--- config.mk ---
export PLATFORM = sky130hd
export DESIGN_NAME = piecewise_line_crossing_counter_core
export DESIGN_NICKNAME = d
export VERILOG_FILES = /design/src/rtl/core/plcc_pkg.sv /design/src/rtl/core/piecewise_line_crossing_counter_core.sv /design/src/rtl/core/plcc_seg_mem.sv /design/src/rtl/core/plcc_point_eval.sv
export SDC_FILE = /design/constraint.sdc
export NUM_CORES = 2
export LEC_CHECK = 0
export ABC_CLOCK_PERIOD_IN_PS = 7450
export BUFFER_PORTS_ARGS = -buffer_cell sky130_fd_sc_hd__buf_2
export CAP_MARGIN = 30
export CORE_MARGIN = 10
export CORE_UTILIZATION = 28
export DETAILED_ROUTE_END_ITERATION = 16
export PLACE_DENSITY = 0.4
export SLEW_MARGIN = 15
export SYNTH_ARGS = -nofsm -noshare
export SYNTH_HDL_FRONTEND = slang
export SYNTH_HIERARCHICAL = 1
export SYNTH_SLANG_ARGS = --single-unit
--- constraint.sdc ---
create_clock -name clock -period 7.45 [get_ports clock]
set_clock_uncertainty 0.1 [all_clocks]
set_input_delay 0.3725 -clock clock [delete_from_list [all_inputs] [get_ports clock]]
set_output_delay 0.3725 -clock clock [all_outputs]
set_load 0.005 [all_outputs]
--- src/rtl/core/plcc_pkg.sv ---
// Shared constants, types and state codes of the line crossing counter.
`default_nettype none
package plcc_pkg;

   localparam int MAX_SEGMENTS = 16;
   localparam int ADDR_W       = (MAX_SEGMENTS > 1) ? $clog2(MAX_SEGMENTS) : 1;

   localparam int SEG_IDX_W  = 4;
   localparam int COEF_W     = 32;
   localparam int COORD_W    = 16;
   localparam int SEG_CNT_W  = 5;
   localparam int SCALE_W    = 24;
   localparam int HYST_W     = 20;
   localparam int COUNT_W    = 8;
   localparam int CSR_IDX_W  = 2;
   localparam int CSR_DATA_W = 24;
   localparam int REQ_DATA_W = 136;
   localparam int RSP_DATA_W = 24;

   localparam logic [CSR_IDX_W-1:0] CSR_SEGMENT_COUNT = 2'd0;
   localparam logic [CSR_IDX_W-1:0] CSR_INDEX_SCALE   = 2'd1;
   localparam logic [CSR_IDX_W-1:0] CSR_HYST_MARGIN   = 2'd2;

   localparam logic OP_LOAD  = 1'b0;
   localparam logic OP_COUNT = 1'b1;

   typedef struct packed {
      logic [COEF_W-1:0] slope;
      logic [COEF_W-1:0] intercept;
   } seg_entry_type;

   typedef struct packed {
      logic index_en;
      logic line_en;
   } eval_ctl_type;

   typedef struct packed {
      logic secondary;
      logic primary;
   } side_type;

   typedef enum logic [2:0] {
      ST_IDLE,
      ST_INDEX,
      ST_READ,
      ST_MUL,
      ST_CMP,
      ST_RESULT
   } state_type;

endpackage
`default_nettype wire

--- src/rtl/core/piecewise_line_crossing_counter_core.sv ---
// Top level of the piecewise line crossing counter with hysteresis.
// Usage:
//   req_ channel carries one item per handshake; req_tuser is the operation
//   (0 load segment, 1 evaluate a track step). A load writes slope and
//   intercept of segment seg_index into the coefficient memory. A track step
//   classifies its start and end point against the covering segment.
//   rsp_ channel returns exactly one result item per request item: both
//   totals after the item and the two counted flags.
//   csr_ port writes segment_count, index_scale and the hysteresis margin;
//   write only while no item is in flight.
// Sequencing:
//   A load goes through the result step into the output register. A track
//   step passes each point through index multiply, memory read, line multiply
//   and compare on the one shared point unit, points handled one after the other.
//   A new item is accepted only in the idle step, after the last result has gone
//   into the output register. A stalled receiver holds one finished result in
//   the output register while the next item is worked on; the block then
//   waits in the result step until it drains.
// Reset clears both totals and the registers to segment_count 1, index_scale
// 0 and hysteresis margin 0. The coefficient memory is not cleared.
`default_nettype none
module piecewise_line_crossing_counter_core
   import plcc_pkg::*;
(
   input  wire logic                   clock,
   input  wire logic                   reset,
   input  wire logic                   req_tvalid,
   output      logic                   req_tready,
   // seg_index, slope, intercept, start_x, start_y, end_x, end_y, zero fill
   input  wire logic [REQ_DATA_W-1:0]  req_tdata,
   // operation
   input  wire logic                   req_tuser,
   output      logic                   rsp_tvalid,
   input  wire logic                   rsp_tready,
   // primary_count, secondary_count, counted_primary, counted_secondary, zero fill
   output      logic [RSP_DATA_W-1:0]  rsp_tdata,
   input  wire logic                   csr_we,
   input  wire logic [CSR_IDX_W-1:0]   csr_index,
   input  wire logic [CSR_DATA_W-1:0]  csr_wdata
);

   state_type state_ff, state_in;

   logic [SEG_CNT_W-1:0]     seg_count_ff;
   logic [SCALE_W-1:0]       scale_ff;
   logic [HYST_W-1:0]        hyst_ff;

   logic                     op_ff;
   logic [COORD_W-1:0]       sx_ff, sy_ff, ex_ff, ey_ff;
   logic                     pt_sel_ff, pt_sel_in;
   side_type                 side0_ff, side1_ff;

   logic [COUNT_W-1:0]       prim_ff, sec_ff;
   logic                     rsp_valid_ff;
   logic [COUNT_W-1:0]       rsp_prim_ff, rsp_sec_ff;
   logic                     rsp_cp_ff, rsp_cs_ff;

   logic                     accept;
   logic                     res_load;
   logic                     cp, cs;
   eval_ctl_type             ctl;
   seg_entry_type            wr_entry;
   seg_entry_type            rd_entry;
   logic [ADDR_W-1:0]        rd_addr;
   logic                     rd_en;
   side_type                 side;
   logic signed [COORD_W-1:0] cur_x, cur_y;

   assign accept = req_tvalid && req_tready;

   assign wr_entry.slope     = req_tdata[35:4];
   assign wr_entry.intercept = req_tdata[67:36];

   always_ff @(posedge clock) begin
      if (reset) begin
         seg_count_ff <= SEG_CNT_W'(1);
         scale_ff     <= '0;
         hyst_ff      <= '0;
      end else if (csr_we) begin
         case (csr_index)
            CSR_SEGMENT_COUNT: seg_count_ff <= csr_wdata[SEG_CNT_W-1:0];
            CSR_INDEX_SCALE:   scale_ff     <= csr_wdata[SCALE_W-1:0];
            CSR_HYST_MARGIN:   hyst_ff      <= csr_wdata[HYST_W-1:0];
            default: begin
            end
         endcase
      end
   end

   always_ff @(posedge clock) begin
      if (accept) begin
         op_ff <= req_tuser;
         sx_ff <= req_tdata[83:68];
         sy_ff <= req_tdata[99:84];
         ex_ff <= req_tdata[115:100];
         ey_ff <= req_tdata[131:116];
      end
      if (state_ff == ST_CMP) begin
         if (pt_sel_ff) begin
            side1_ff <= side;
         end else begin
            side0_ff <= side;
         end
      end
   end

   always_ff @(posedge clock) begin
      if (reset) begin
         state_ff  <= ST_IDLE;
         pt_sel_ff <= 1'b0;
      end else begin
         state_ff  <= state_in;
         pt_sel_ff <= pt_sel_in;
      end
   end

   always_comb begin
      state_in    = state_ff;
      pt_sel_in   = pt_sel_ff;
      req_tready  = 1'b0;
      rd_en       = 1'b0;
      ctl         = '0;
      res_load    = 1'b0;
      case (state_ff)
         ST_IDLE: begin
            req_tready = 1'b1;
            pt_sel_in  = 1'b0;
            if (req_tvalid) begin
               state_in = (req_tuser == OP_COUNT) ? ST_INDEX : ST_RESULT;
            end
         end
         ST_INDEX: begin
            ctl.index_en = 1'b1;
            state_in     = ST_READ;
         end
         ST_READ: begin
            rd_en    = 1'b1;
            state_in = ST_MUL;
         end
         ST_MUL: begin
            ctl.line_en = 1'b1;
            state_in    = ST_CMP;
         end
         ST_CMP: begin
            if (pt_sel_ff) begin
               state_in = ST_RESULT;
            end else begin
               pt_sel_in = 1'b1;
               state_in  = ST_INDEX;
            end
         end
         ST_RESULT: begin
            if (!rsp_valid_ff || rsp_tready) begin
               res_load = 1'b1;
               state_in = ST_IDLE;
            end
         end
         default: begin
            state_in = ST_IDLE;
         end
      endcase
   end

   assign cur_x = pt_sel_ff ? ex_ff : sx_ff;
   assign cur_y = pt_sel_ff ? ey_ff : sy_ff;

   assign cp = (op_ff == OP_COUNT) && side0_ff.secondary && side1_ff.primary;
   assign cs = (op_ff == OP_COUNT) && side0_ff.primary && side1_ff.secondary;

   always_ff @(posedge clock) begin
      if (reset) begin
         prim_ff      <= '0;
         sec_ff       <= '0;
         rsp_valid_ff <= 1'b0;
      end else begin
         if (res_load) begin
            prim_ff      <= prim_ff + COUNT_W'(cp);
            sec_ff       <= sec_ff + COUNT_W'(cs);
            rsp_valid_ff <= 1'b1;
         end else if (rsp_tready) begin
            rsp_valid_ff <= 1'b0;
         end
      end
   end

   always_ff @(posedge clock) begin
      if (res_load) begin
         rsp_prim_ff <= prim_ff + COUNT_W'(cp);
         rsp_sec_ff  <= sec_ff + COUNT_W'(cs);
         rsp_cp_ff   <= cp;
         rsp_cs_ff   <= cs;
      end
   end

   assign rsp_tvalid = rsp_valid_ff;
   assign rsp_tdata  = {6'b0, rsp_cs_ff, rsp_cp_ff, rsp_sec_ff, rsp_prim_ff};

   plcc_seg_mem u_seg_mem (
      .clock   (clock),
      .wr_en   (accept && (req_tuser == OP_LOAD)
                && (32'(req_tdata[SEG_IDX_W-1:0]) < MAX_SEGMENTS)),
      .wr_addr (ADDR_W'(req_tdata[SEG_IDX_W-1:0])),
      .wr_data (wr_entry),
      .rd_en   (rd_en),
      .rd_addr (rd_addr),
      .rd_data (rd_entry)
   );

   plcc_point_eval u_point_eval (
      .clock         (clock),
      .ctl           (ctl),
      .x             (cur_x),
      .y             (cur_y),
      .segment_count (seg_count_ff),
      .index_scale   (scale_ff),
      .hyst_margin   (hyst_ff),
      .seg           (rd_entry),
      .rd_addr       (rd_addr),
      .side          (side)
   );

`ifndef NO_ASSERTIONS
   a_count_goes_to_index: assert property (@(posedge clock) disable iff (reset)
      (accept && req_tuser == OP_COUNT) |=> state_ff == ST_INDEX)
      else $error("track step did not start evaluation");
   a_one_flag_at_most: assert property (@(posedge clock) disable iff (reset)
      rsp_valid_ff |-> !(rsp_cp_ff && rsp_cs_ff))
      else $error("both crossing flags set");
   a_primary_step: assert property (@(posedge clock) disable iff (reset)
      (res_load && cp) |=> prim_ff == $past(prim_ff) + COUNT_W'(1))
      else $error("primary total not advanced");
   a_no_result_overwrite: assert property (@(posedge clock) disable iff (reset)
      (rsp_valid_ff && !rsp_tready) |-> !res_load)
      else $error("pending result overwritten");
`endif

endmodule
`default_nettype wire

--- src/rtl/core/plcc_seg_mem.sv ---
// Segment coefficient memory: one write port, one registered read port.
`default_nettype none
module plcc_seg_mem
   import plcc_pkg::*;
(
   input  wire logic                 clock,
   input  wire logic                 wr_en,
   input  wire logic [ADDR_W-1:0]    wr_addr,
   input  wire seg_entry_type        wr_data,
   input  wire logic                 rd_en,
   input  wire logic [ADDR_W-1:0]    rd_addr,
   output      seg_entry_type        rd_data
);

   seg_entry_type mem [MAX_SEGMENTS];
   seg_entry_type rd_data_ff;

   always_ff @(posedge clock) begin
      if (wr_en) begin
         mem[wr_addr] <= wr_data;
      end
   end

   always_ff @(posedge clock) begin
      if (rd_en) begin
         rd_data_ff <= mem[rd_addr];
      end
   end

   assign rd_data = rd_data_ff;

endmodule
`default_nettype wire

--- src/rtl/core/plcc_point_eval.sv ---
// Point classifier: segment index, line value and hysteresis compare.
`default_nettype none
module plcc_point_eval
   import plcc_pkg::*;
(
   input  wire logic                        clock,
   input  wire eval_ctl_type                ctl,
   input  wire logic signed [COORD_W-1:0]   x,
   input  wire logic signed [COORD_W-1:0]   y,
   input  wire logic [SEG_CNT_W-1:0]        segment_count,
   input  wire logic [SCALE_W-1:0]          index_scale,
   input  wire logic [HYST_W-1:0]           hyst_margin,
   input  wire seg_entry_type               seg,
   output      logic [ADDR_W-1:0]           rd_addr,
   output      side_type                    side
);

   localparam int PROD_W  = COORD_W + SCALE_W + 1;
   localparam int LPROD_W = COORD_W + COEF_W;
   localparam int LINE_W  = 50;
   localparam int YS_W    = HYST_W + 2;
   localparam int Q_W     = 20;

   logic signed [PROD_W-1:0]  prod_ff;
   logic signed [LPROD_W-1:0] lprod_ff;
   logic [COEF_W-1:0]         icpt_ff;
   logic signed [YS_W-1:0]    ylo_ff;
   logic signed [YS_W-1:0]    yhi_ff;

   logic                      pos;
   logic [Q_W-1:0]            q;
   logic [Q_W-1:0]            lim;
   logic [Q_W-1:0]            sel;
   logic signed [LINE_W-1:0]  line;
   logic signed [LINE_W-1:0]  ylo_s;
   logic signed [LINE_W-1:0]  yhi_s;

   always_ff @(posedge clock) begin
      if (ctl.index_en) begin
         prod_ff <= PROD_W'(x * $signed({1'b0, index_scale}));
      end
      if (ctl.line_en) begin
         lprod_ff <= LPROD_W'($signed(seg.slope) * x);
         icpt_ff  <= seg.intercept;
         ylo_ff   <= YS_W'(x - x) + {{(YS_W-COORD_W){y[COORD_W-1]}}, y}
                     - $signed({2'b00, hyst_margin});
         yhi_ff   <= {{(YS_W-COORD_W){y[COORD_W-1]}}, y}
                     + $signed({2'b00, hyst_margin});
      end
   end

   always_comb begin
      pos = !prod_ff[PROD_W-1] && (prod_ff != '0);
      q   = prod_ff[PROD_W-2 -: Q_W];
      if (segment_count == '0) begin
         lim = '0;
      end else if (Q_W'(segment_count) > Q_W'(MAX_SEGMENTS)) begin
         lim = Q_W'(MAX_SEGMENTS - 1);
      end else begin
         lim = Q_W'(segment_count) - Q_W'(1);
      end
      if (!pos) begin
         sel = '0;
      end else if (q > lim) begin
         sel = lim;
      end else begin
         sel = q;
      end
      rd_addr = ADDR_W'(sel);
   end

   always_comb begin
      line  = {{(LINE_W-LPROD_W){lprod_ff[LPROD_W-1]}}, lprod_ff}
              + {{(LINE_W-COEF_W-8){icpt_ff[COEF_W-1]}}, icpt_ff, 8'b0};
      ylo_s = {{(LINE_W-YS_W-16){ylo_ff[YS_W-1]}}, ylo_ff, 16'b0};
      yhi_s = {{(LINE_W-YS_W-16){yhi_ff[YS_W-1]}}, yhi_ff, 16'b0};
      side.secondary = ylo_s > line;
      side.primary   = yhi_s <= line;
   end

`ifndef NO_ASSERTIONS
   a_sides_exclusive: assert property (@(posedge clock)
      ctl.line_en |=> !(side.secondary && side.primary))
      else $error("point classified on both sides");
   a_addr_in_range: assert property (@(posedge clock)
      ctl.index_en |=> 32'(rd_addr) < MAX_SEGMENTS)
      else $error("segment address beyond table");
   a_neg_x_first_segment: assert property (@(posedge clock)
      (ctl.index_en && x[COORD_W-1]) |=> rd_addr == '0)
      else $error("negative x did not map to first segment");
`endif

endmodule
`default_nettype wire
==> flow_results.xml <==
<?xml version="1.0" encoding="UTF-8"?>
<metrics>
  <group name="run_status">
    <metric name="run_status" unit="">completed</metric>
  </group>
  <group name="finish">
    <metric name="layout-drive-gt1-share" unit="%">17.0</metric>
    <metric name="filler_cell_count" unit="">31000</metric>
    <metric name="layout.nets" unit="">8716</metric>
    <metric name="area_growth" unit="%">18.7</metric>
    <metric name="fin_area" unit="sq um">104000</metric>
    <metric name="finish.cell_count_without_fillers" unit="">11600</metric>
  </group>
  <group name="synth">
    <metric name="synth_top_area_share" unit="%">45.7</metric>
    <metric name="synth.area.top_cells" unit="">edfxtp_1 (46%), fa_1 (18%), mux4_2 (6.6%)</metric>
    <metric name="mappedNetlistArea" unit="sq um">87900</metric>
    <metric name="synth_largest_area_cell" unit="">edfxtp_1</metric>
    <metric name="avgSynthCellArea" unit="sq um">13.2</metric>
    <metric name="ys_dominant_reg_cell" unit="">edfxtp_1</metric>
    <metric name="postSynthCellCount" unit="">6645</metric>
    <metric name="yosysWarningCount" unit="">6</metric>
    <metric name="synth-edff-count" unit="">1339</metric>
    <metric name="fraction_of_registers_with_async_set_or_reset_after_synthesis" unit="%">0</metric>
    <metric name="yosysUniqueCellTypes" unit="">96</metric>
    <metric name="synth-seq-cells" unit="">1409</metric>
    <metric name="portion_of_the_post_synthesis_area_used_by_sequential_elements" unit="%">47.3</metric>
  </group>
  <group name="grt">
    <metric name="vias_in_the_first_global_route" unit="">57500</metric>
    <metric name="grt.total_usage" unit="%">14.6</metric>
    <metric name="grt_max_degree" unit="">73</metric>
    <metric name="grt_antenna_before_repair" unit="">34</metric>
    <metric name="wire_length_of_the_first_global_routing_pass" unit="mm">378</metric>
    <metric name="overall_overflow_remaining_after_global_route" unit="">0</metric>
  </group>
  <group name="timing">
    <metric name="setup-violations-final" unit="">0</metric>
    <metric name="slew_violations" unit="">0</metric>
    <metric name="report.final.hold_viol_count" unit="">0</metric>
    <metric name="worst_slack" unit="ps">227</metric>
    <metric name="hold_ws" unit="ps">69.7</metric>
    <metric name="maxSlewHeadroom" unit="%">36.0</metric>
    <metric name="post-route-min-period" unit="ps">7220</metric>
    <metric name="grt_setup_unrepaired" unit="">true</metric>
    <metric name="achievable-frequency" unit="MHz">138</metric>
    <metric name="worstMarginPinSlew" unit="ps">960</metric>
    <metric name="timing.final.crit_share" unit="%">97.0</metric>
  </group>
  <group name="clocking">
    <metric name="clock-root-buffer" unit="">clkbuf_16</metric>
    <metric name="clk_pin_slew" unit="ps">60</metric>
    <metric name="cts_buffer_depth" unit="">4</metric>
    <metric name="htree_levels" unit="">4</metric>
    <metric name="cts.sinks" unit="">1409</metric>
    <metric name="cts_made_buffers" unit="">167</metric>
    <metric name="cts_tree" unit="">yes</metric>
    <metric name="worst_skew_pair.late_latency" unit="ps">870</metric>
  </group>
  <group name="floorplanning">
    <metric name="core_region_area" unit="sq um">312000</metric>
    <metric name="initial_core_util" unit="%">28.2</metric>
    <metric name="die_area" unit="sq um">337000</metric>
    <metric name="die_x" unit="um">580</metric>
    <metric name="die_h" unit="um">580</metric>
    <metric name="core.rowCount" unit="">205</metric>
    <metric name="num_io_pins" unit="">194</metric>
  </group>
  <group name="place">
    <metric name="place_ws" unit="ps">-97.2</metric>
    <metric name="finalWeightedCongestion" unit="">0.802</metric>
    <metric name="place.detailed.hpwl" unit="mm">179</metric>
    <metric name="port_buffer_count" unit="">183</metric>
    <metric name="placedInstanceArea" unit="sq um">96700</metric>
    <metric name="placed_cells" unit="">11100</metric>
  </group>
  <group name="critical_path">
    <metric name="path_common_cell" unit="">fa_1</metric>
    <metric name="crit_path_start_kind" unit="">flip-flop</metric>
    <metric name="setup.worst_path.end_class" unit="">flip-flop</metric>
    <metric name="crit_required" unit="ps">7860</metric>
    <metric name="maximum_net_fanout_on_the_critical_path" unit="">6</metric>
    <metric name="worst_ep_arrival_time" unit="ps">7630</metric>
    <metric name="category_of_the_critical_setup_timing_path" unit="">reg -&gt; reg</metric>
    <metric name="crit_slowest_cell" unit="">fa_1</metric>
    <metric name="critical_path.max_stage_delay" unit="ps">560</metric>
    <metric name="cp-startpoint" unit="">pt_sel_ff$_SDFFE_PP0P_</metric>
    <metric name="crit-reg2reg-launch" unit="">pt_sel_ff$_SDFFE_PP0P_</metric>
  </group>
  <group name="detailed_routing">
    <metric name="detail_routed_via_count_per_cell" unit="">4.56</metric>
    <metric name="detail_route.first_pass.iterations" unit="">5</metric>
    <metric name="drt_drc_violations_left" unit="">0</metric>
    <metric name="num_vias" unit="">52900</metric>
    <metric name="drtIter0Drc" unit="">3013</metric>
    <metric name="antenna_violating_nets_post_route" unit="">0</metric>
    <metric name="drt_wl_total" unit="mm">252</metric>
    <metric name="routed_wire_length_per_instance" unit="um">21.7</metric>
  </group>
  <group name="job">
    <metric name="max_cap_viol_count" unit="">0</metric>
  </group>
  <group name="min_path">
    <metric name="worstHoldStart" unit="">req_tdata[0]</metric>
    <metric name="timing.hold.worst.class" unit="">in -&gt; reg</metric>
  </group>
</metrics>
placed cells by master (no fill, tap or decap), drive strengths merged, types with 15 or more instances in the layout:
master | Yosys | layout
edfxtp | 1339 | 1339
inv | 1002 | 1008
fa | 795 | 795
nand2 | 720 | 720
buf | 60 | 602
ha | 442 | 442
and2 | 371 | 371
mux4 | 256 | 256
clkbuf | 213 | 206
a21oi | 205 | 205
nor2 | 172 | 172
dlygate4sd3 | 0 | 158
xnor2 | 130 | 130
a22oi | 128 | 128
a21o | 99 | 99
o21ai | 97 | 97
dfxtp | 70 | 70
clkinv | 0 | 60
xor2 | 52 | 52
nor3 | 50 | 50
nand2b | 46 | 46
nor2b | 39 | 39
nand3 | 35 | 35
mux2 | 32 | 35
o21bai | 33 | 33
o21a | 32 | 32
nand4 | 29 | 29
nor4 | 22 | 22
a211oi | 21 | 21
bufinv | 0 | 17
a31oi | 15 | 15
final cells by class:
cell class / instances / area, sq um / share of cell area (%)
clock inverters: 92 / 992 / 0.951
diodes: 12 / 30.0 / 0.0288
inverters: 1002 / 3760 / 3.60
well taps: 4140 / 5180 / 4.96
repair buffers: 762 / 6520 / 6.24
clock buffers: 204 / 4350 / 4.17
multi-input cells: 3969 / 41900 / 40.2
flip-flops and latches: 1409 / 41600 / 39.9
synth_stat cells (50+ instances only):
library cell / n
a21o_1: 98
a21oi_1: 202
a22oi_1: 128
and2_1: 370
clkbuf_1: 213
dfxtp_1: 70
edfxtp_1: 1339
fa_1: 795
ha_1: 442
inv_1: 1002
mux4_2: 256
nand2_1: 720
nor2_1: 171
nor3_1: 50
o21ai_0: 80
xnor2_1: 130
xor2_1: 52
worst paths after layout:
check / end / slack [ps] / cells after the start
setup / recovery: u_point_eval/lprod_ff[47]$_DFFE_PP_ / 230 / 27
hold / removal: u_seg_mem/mem[4][5]$_DFFE_PP_ / 70 / 2
setup reg to reg: u_point_eval/lprod_ff[47]$_DFFE_PP_ / 230 / 27
hold reg to reg: u_point_eval/icpt_ff[9]$_DFFE_PP_ / 320 / 0
worst max-delay path: cells and delay by family, from the launching register on:
| kind | cells | cell delay [ps] |
|---|---|---|
| and+or+nand+nor | 4 | 390 |
| xor gates and xnor gates | 1 | 110 |
| DFF | 1 | 380 |
| muxes | 1 | 390 |
| buffers and inverters | 7 | 800 |
| adders and majority gates | 7 | 3190 |
| AOI/OAI and AO/OA | 7 | 1550 |
logic make-up (layout without fill, tap and decap cells):
| group | after synthesis | in the layout | share of synthesized area (%) |
|---|---|---|---|
| muxes | 295 | 298 | 7.05 |
| xor gates and xnor gates | 182 | 182 | 1.81 |
| AOI/OAI and AO/OA | 701 | 701 | 5.33 |
| buffers and inverters | 1275 | 2060 | 5.64 |
| other | 2 | 19 | 0.00854 |
| adders and majority gates | 1238 | 1238 | 24.4 |
| and+or+nand+nor | 1543 | 1543 | 8.41 |
| DFF | 1409 | 1409 | 47.3 |
repair_timing:
action,CTS,global route
setup buffers,0,16
hold buffers,158,0
endpoints found under the setup margin,4,22
gates resized for setup,6,120
hold endpoints to repair,1141,0
cloned,0,5
pin swaps,1,50
flip-flops by register name, summed over array words and instances, names as in the netlist, 8 cells and up:
name and count:
u_seg_mem/mem 1024, u_seg_mem/rd_data 64, u_point_eval/lprod_ff 48, u_point_eval/prod_ff 41
u_point_eval/icpt_ff 32, scale_ff 24, u_point_eval/ylo_ff 22, u_point_eval/yhi_ff 21
hyst_ff 20, ex_ff 16, ey_ff 16, sx_ff 16
sy_ff 16, prim_ff 8, rsp_prim_ff 8, rsp_sec_ff 8
sec_ff 8
metal layers:
| layer | share of wire, % | routed length, um | vias up | global-route usage, % |
|---|---|---|---|---|
| met2 | 46 | 115000 | 930 | 23.5 |
| met3 | 4.3 | 10700 | 278 | 2.06 |
| met4 | 1.9 | 4680 | 18 | 2.75 |
| met5 | 0.041 | 103 | - | 0 |
| met1 | 48 | 121000 | 27600 | 21.2 |
| li1 | - | - | 24100 | - |
per-stage QoR:
step	utilization, %	TNS (ps)
after global routing	33.4	-37.9
after floorplan	-	0
after global placement	30.9	-92.2
after CTS	33.2	-22.5
after detailed placement	31.0	-224
final	33.4	0
Power is left out: the tool's default activity adds up to more than one toggle a clock period on the data nets, which glitch-free logic cannot reach.
